**src/sv/sct_pkg.sv**
```systemverilog
package sct_pkg;

	// Default depth of one argument slot and of the slot table
	localparam int BufSizeDefault = 64;

	// Character codes the tokenizer reacts to
	localparam logic [7:0] ChQuote = 8'h22;
	localparam logic [7:0] ChNl    = 8'h0A;
	localparam logic [7:0] ChNul   = 8'h00;
	localparam logic [7:0] ChSemi  = 8'h3B;
	localparam logic [7:0] ChSpace = 8'h20;
	localparam logic [7:0] ChTab   = 8'h09;
	localparam logic [7:0] ChHash  = 8'h23;

endpackage

```
**src/sv/shell_command_tokenizer.sv**
```systemverilog
// Shell line tokenizer: one character per transfer on the input channel, one result per
// character on the output channel. Each result may carry a write into an external token
// store (argument slot, position, byte; a zero byte terminates an argument), a
// command-complete flag with the argument count, and an overflow flag when a slot or
// position index saturates at BUF_SIZE-1. A character passes an input register and a
// result register on its way from transfer in to result out, and one character is taken
// every cycle while the output side keeps accepting; the only loop is the update of the
// quote, comment and position state.
module shell_command_tokenizer
	import sct_pkg::*;
#(
	parameter int BUF_SIZE = BufSizeDefault
) (
	input  logic       clk,
	input  logic       arst_n,
	input  logic       in_valid,
	output logic       in_ready,
	input  logic [7:0] char_in,
	input  logic       end_of_input,
	output logic       out_valid,
	input  logic       out_ready,
	output logic       store_write,
	output logic [5:0] store_arg,
	output logic [5:0] store_pos,
	output logic [7:0] store_byte,
	output logic       command_done,
	output logic       count_valid,
	output logic [6:0] arg_count,
	output logic       overflow
);

	localparam int PW = (BUF_SIZE > 2) ? $clog2(BUF_SIZE) : 1;
	localparam logic [PW-1:0] PosLimit = PW'(BUF_SIZE - 1);

	// input stage
	logic          valid_s1;
	logic [7:0]    char_s1;
	logic          eoi_s1;

	// tokenizer state
	logic          quoting_q, commenting_q, after_space_q;
	logic [PW-1:0] arg_pos_q, char_pos_q;

	// next state and result
	logic          quoting_d, commenting_d, after_space_d;
	logic [PW-1:0] arg_pos_d, char_pos_d;
	logic          wr_d, done_d, cval_d, ovf_d;
	logic [PW-1:0] wa_d, wp_d;
	logic [7:0]    wb_d;
	logic [7:0]    c;
	logic          nl, cmd_sep, arg_sep;
	logic [PW+5:0] wa_ext, wp_ext;
	logic [PW+7:0] cnt_ext;

	logic          out_valid_q;
	logic          advance;

	assign advance  = valid_s1 && (!out_valid_q || out_ready);
	assign in_ready = !valid_s1 || advance;

	always_comb begin
		c             = eoi_s1 ? ChNl : char_s1;
		nl            = (c == ChNl);
		cmd_sep       = nl || (c == ChNul) || (c == ChSemi);
		arg_sep       = (c == ChSpace) || (c == ChTab);
		quoting_d     = quoting_q;
		commenting_d  = commenting_q;
		after_space_d = after_space_q;
		arg_pos_d     = arg_pos_q;
		char_pos_d    = char_pos_q;
		wr_d          = 1'b0;
		done_d        = 1'b0;
		cval_d        = 1'b0;
		ovf_d         = 1'b0;
		wa_d          = '0;
		wp_d          = '0;
		wb_d          = '0;
		if (commenting_q && !nl) begin
			// skip the rest of the comment
		end else if (c == ChQuote) begin
			quoting_d = !quoting_q;
		end else begin
			if (nl) begin
				commenting_d  = 1'b0;
				after_space_d = 1'b0;
			end
			if (cmd_sep && !quoting_q) begin
				if (!after_space_d) begin
					wr_d       = 1'b1;
					wa_d       = arg_pos_q;
					wp_d       = char_pos_q;
					cval_d     = 1'b1;
					arg_pos_d  = '0;
					char_pos_d = '0;
				end
				after_space_d = 1'b1;
				done_d        = 1'b1;
			end else if (arg_sep && !quoting_q) begin
				if (!after_space_d) begin
					wr_d       = 1'b1;
					wa_d       = arg_pos_q;
					wp_d       = char_pos_q;
					char_pos_d = '0;
					if (arg_pos_q >= PosLimit) begin
						ovf_d     = 1'b1;
						arg_pos_d = PosLimit;
					end else begin
						arg_pos_d = arg_pos_q + 1'b1;
					end
				end
				after_space_d = 1'b1;
			end else if (c == ChHash && !quoting_q) begin
				commenting_d = 1'b1;
			end else begin
				wr_d = 1'b1;
				wa_d = arg_pos_q;
				wp_d = char_pos_q;
				wb_d = c;
				if (char_pos_q >= PosLimit) begin
					ovf_d      = 1'b1;
					char_pos_d = PosLimit;
				end else begin
					char_pos_d = char_pos_q + 1'b1;
				end
				after_space_d = 1'b0;
			end
		end
		wa_ext  = (PW+6)'(wa_d);
		wp_ext  = (PW+6)'(wp_d);
		cnt_ext = cval_d ? ((PW+8)'(arg_pos_q) + (PW+8)'(1)) : '0;
	end

	always_ff @(posedge clk or negedge arst_n) begin
		if (!arst_n) begin
			valid_s1 <= 1'b0;
		end else if (in_ready) begin
			valid_s1 <= in_valid;
		end
	end

	always_ff @(posedge clk) begin
		if (in_ready && in_valid) begin
			char_s1 <= char_in;
			eoi_s1  <= end_of_input;
		end
	end

	always_ff @(posedge clk or negedge arst_n) begin
		if (!arst_n) begin
			quoting_q     <= 1'b0;
			commenting_q  <= 1'b0;
			after_space_q <= 1'b0;
			arg_pos_q     <= '0;
			char_pos_q    <= '0;
			out_valid_q   <= 1'b0;
		end else begin
			if (advance) begin
				quoting_q     <= quoting_d;
				commenting_q  <= commenting_d;
				after_space_q <= after_space_d;
				arg_pos_q     <= arg_pos_d;
				char_pos_q    <= char_pos_d;
				out_valid_q   <= 1'b1;
			end else if (out_ready) begin
				out_valid_q   <= 1'b0;
			end
		end
	end

	// result register: hold while the output side stalls
	always_ff @(posedge clk) begin
		if (advance) begin
			store_write  <= wr_d;
			store_arg    <= wa_ext[5:0];
			store_pos    <= wp_ext[5:0];
			store_byte   <= wb_d;
			command_done <= done_d;
			count_valid  <= cval_d;
			arg_count    <= cnt_ext[6:0];
			overflow     <= ovf_d;
		end
	end

	assign out_valid = out_valid_q;

	a_count_ends_command: assert property (@(posedge clk) disable iff (!arst_n)
		out_valid && count_valid |-> command_done && store_write && store_byte == 8'h00)
		else $error("count given without a terminating write");

	a_overflow_on_write: assert property (@(posedge clk) disable iff (!arst_n)
		out_valid && overflow |-> store_write && !count_valid)
		else $error("overflow without a store write");

	a_stall_only_on_output: assert property (@(posedge clk) disable iff (!arst_n)
		!in_ready |-> valid_s1 && out_valid_q && !out_ready)
		else $error("input stalled while output free");

	a_result_follows_item: assert property (@(posedge clk) disable iff (!arst_n)
		advance |=> out_valid)
		else $error("advanced item produced no result");

endmodule
```
**config.mk**
```make
export PLATFORM = sky130hd
export DESIGN_NAME = shell_command_tokenizer
export DESIGN_NICKNAME = d
export VERILOG_FILES = /design/src/sv/sct_pkg.sv /design/src/sv/shell_command_tokenizer.sv
export SDC_FILE = /design/constraint.sdc
export NUM_CORES = 1
export LEC_CHECK = 0
export BUFFER_PORTS_ARGS = -buffer_cell sky130_fd_sc_hd__buf_2
export CAP_MARGIN = 20
export CORE_MARGIN = 2
export CORE_UTILIZATION = 40
export CTS_CLUSTER_DIAMETER = 100
export DETAILED_ROUTE_END_ITERATION = 12
export PLACE_DENSITY = 0.7
export SYNTH_ARGS = -nofsm -noshare
export SYNTH_HDL_FRONTEND = slang
export SYNTH_SLANG_ARGS = --single-unit
export TNS_END_PERCENT = 1
```
**constraint.sdc**
```tcl
create_clock -name clk -period 2.1 [get_ports clk]
set_input_delay 0.42 -clock clk [delete_from_list [all_inputs] [get_ports clk]]
set_output_delay 0.42 -clock clk [all_outputs]
set_load 0.005 [all_outputs]
```
==> impl_results.md <==
* Critical Path AT at 2320 ps
* FF-to-FF path depth at 7
* Synthesis-to-finish area growth at 28.4%
* DRT Pass-1 Iters at 4
* Final setup margin at ~1.8 ps
* Async set or reset register ratio after synthesis at approximately 30%
* CTS Sinks at 57
* Pwr dens at 829 nW/µm²
* Met3 wire length at around 360 µm
* Worst r2r dst: arg_pos_q[0]$_DFFE_PN0P_
* Peak VDD IR at about 0.4 mV
* CP required at roughly 2300 ps
* CTS Hold Bufs at 0
* Die height at between 80 and 90 µm
* Fin. Hold Viols at 0
* Register area share after synthesis at around 60%
* Worst min path class: primary input to asynchronous set/reset pin
* Slew Limit Fails at 0
* Hpwl dp at roughly 4000 µm
* DR iter-0 viols at about 180
* Post-Syn Area at between 2000 and 3000 µm²
* Slowest-stage cell, CP: edfxtp_1
* Final Instance Area at about 3500 µm²
* Share of the synthesized area in the top cell type at between 40% and 50%
* Latest clock arrival within the worst-skew pair at 350 ps
* GPL Wtd Cong at 0.859
* Core ar. at roughly 6700 µm²
* WL met2 at roughly 2700 µm
* Min cycle time layout at approximately 2100 ps
* Crit path buffers/inverters at 2
* Clock Pin Slew Worst Setup and Hold Paths at ~70 ps
* Num CTS Buffers at 9
* Cells after DPL at 360
* Area leader, netlist: edfxtp_1
* Final clock skew at roughly 10 ps
* # fillers at a little over 600
* Mapped Cells at about 220
* Slew HR at a little under three quarters
* Wirelength, routed at 5810 µm
* Vias per cell at between 5 and 6
* Final setup fails at 0
* Top cells by count, synth: 40 x edfxtp_1, 18 x nor2_1, 17 x dfrtp_1
* Clock buffer depth at 2
* CP max stage delay at around 430 ps
* Cell family contributing the most delay on the critical path: compound AO/OA/AOI/OAI gates
* DRT met1 WL at about 2500 µm
* Max-Cap Viols at 0
* H-tree levels at 3
* DRC viols at 0
* Tightest Pin Transition at approximately 430 ps
* Outcome: finished clean
* Initial antenna violation count at 0
* Vias in the first global route at about 2,000
* Area occupied by multi-input gates at about 1100 µm²
* Fmax at between 400 and 500 MHz
* CP startpoint kind: flip-flop
* Most instantiated library cell after synthesis: edfxtp_1
* Share of cells above drive strength 1 at a little over a third
* EDFF count, synth at 40
* Synth cell types at 52
* Layout Cells excl Fill at 382
* Die width at 86.5 µm
* Antenna viol nets, final at 0
* Crit path kind: flip-flop to flip-flop
* Port-buffer cells at 45
* CP Capture Type: flip-flop
* Crit Path Max Fanout at 6
* RSZ-0062 raised after global routing: yes
* Ys flop type: edfxtp_1
* DR top layer: met4
* Number of synthesis warnings at 0
* Grt total ovfl at 0
* R2R Setup Slk at about 1.8 ps
* # rows at 30
* First-pass GRT wire length at between 9000 and 10,000 µm
* Clk root buf: clkbuf_8
* Syn nets at 237
* Setup WS pre-CTS at -89.9 ps
* GRT Resource Usage Total at 16.8%
* Nets@finish at roughly 310
* Vias at between 2,000 and 2,500
* FF-to-FF Start: char_s1[7]$_DFFE_PP_
* CP cell instances: nor4_4 -> buf_4 -> nor2_2 -> o31a_1 -> buf_6 -> a21boi_4 -> mux2_4
* Top cells by area, synth: edfxtp_1 44%, dfrtp_1 16%, nor3b_1 2.8%
* Starting Density at 40.7%
* Avg Inst Size Synth at between 10 and 15 µm²
* DIE AREA at ~7500 µm²
* Reg area at roughly 1600 µm²
* Leak at around 1.4 nW
* Routed len/inst at between 15 and 20 µm
* Flops & latches, synth at 57
* Dpl cell area at between 3000 and 4000 µm²
* Top Ports at 46
* Period utilisation layout at between 90% and 100%
* Largest net degree at the start of global routing at 28
* Diode count at 0
* CTS tree: done
## layer usage
layer / global-route usage, % / up-vias
met3: 5.90 / 21
met5: 0 / -
met1: 21.7 / 1011
met2: 25.5 / 77
li1: - / 999
met4: 7.24 / 0
## worst reg2reg max path, cell delays in order (launching register included)
cell and delay [ps]:
edfxtp_1 430, nor4_4 280, buf_4 190, nor2_2 50, o31a_1 380, buf_6 180, a21boi_4 150, mux2_4 310
## power breakdown
| part | switching, mW | total (mW) | internal, mW |
|---|---|---|---|
| Sequential | 0.0931 | 1.45 | 1.36 |
| Combinational | 0.245 | 0.485 | 0.240 |
| Clock | 0.424 | 0.960 | 0.536 |
| Total | 0.763 | 2.90 | 2.13 |
## cell families after synthesis
family / share of synthesized area [%]
multiplexers: 0.828
flip-flops: 59.8
AND/OR/NAND/NOR: 21.9
XOR/XNOR: 1.93
adder cells (fa/ha/maj): 0.919
buffers and inverters: 2.53
AO/OA/AOI/OAI: 12.1
## sequential cells by signal, summed over array words and instances, names as in the netlist
signal,cells
arg_count,7
quoting_q,1
count_valid,1
arg_pos_q,6
char_s1,8
eoi_s1,1
commenting_q,1
store_byte,8
out_valid,1
command_done,1
store_write,1
store_pos,6
overflow,1
after_space_q,1
store_arg,6
char_pos_q,6
valid_s1,1
## area by class of cell
| cell class | count | area share, % |
|---|---|---|
| inverters | 6 | 0.752 |
| repair buffers | 74 | 13.1 |
| clock buffers | 11 | 3.76 |
| clock inverters | 5 | 1.36 |
| multi-input cells | 149 | 31.6 |
| well taps | 80 | 2.87 |
| flip-flops and latches | 57 | 46.6 |
## stage by stage
stage / total power [mW] / util (%) / hold WS [ps] / TNS, ps
2_1_floorplan: 1.72 / - / 124 / 0
3_3_place_gp: 1.90 / 47.7 / 376 / 0
3_5_place_dp: 1.92 / 47.7 / 390 / -288
4_1_cts: 2.88 / 51.0 / 10.2 / -1.72
5_1_grt: 3.04 / 52.3 / 25.2 / -2880
6_report: 2.90 / 52.3 / 5.87 / 0
## repair_timing
action,in CTS,in global routing
setup endpoints to repair,23,40
buffers inserted,2,4
endpoints found under the hold margin,0,0
cloned,0,0
resized for setup,3,11
pin swaps,2,4
## placed cells by master (no fill, tap or decap), types with 2 or more instances in the layout
cell      count
nand2_1      13
and4b_1       2
o211ai_1      3
clkinv_1      2
clkbuf_8      9
nand4_1       2
clkinv_2      2
nand4b_1      3
inv_1         5
nand2b_1      6
nor3b_1       9
and2_1        8
and3_1        5
nor4_4        3
a21oi_1       8
buf_4        27
o21ai_0       8
nand3_1       6
xnor2_1       4
nor3_1        7
nor2_1       17
edfxtp_1     40
ha_1          2
a31oi_1       4
a221oi_1      4
xor2_1        2
nor4_1        3
clkbuf_1      2
dfrtp_1      17
buf_2        45
## how the worst max path moves through the flow
stage,slack (ps),endpoint,cells after the start,startpoint
floorplan,7,char_pos_q[2]$_DFFE_PN0P_,6,out_ready
global placement,6,arg_pos_q[0]$_DFFE_PN0P_,5,char_s1[4]$_DFFE_PP_
detailed placement,-90,arg_pos_q[0]$_DFFE_PN0P_,5,char_s1[4]$_DFFE_PP_
CTS,-2,arg_count[0]$_SDFFCE_PN0P_,6,char_s1[7]$_DFFE_PP_
global route,-130,arg_pos_q[5]$_DFFE_PN0P_,7,char_s1[4]$_DFFE_PP_
finish,2,arg_pos_q[0]$_DFFE_PN0P_,7,char_s1[7]$_DFFE_PP_
(Power assumes the default switching activity.)
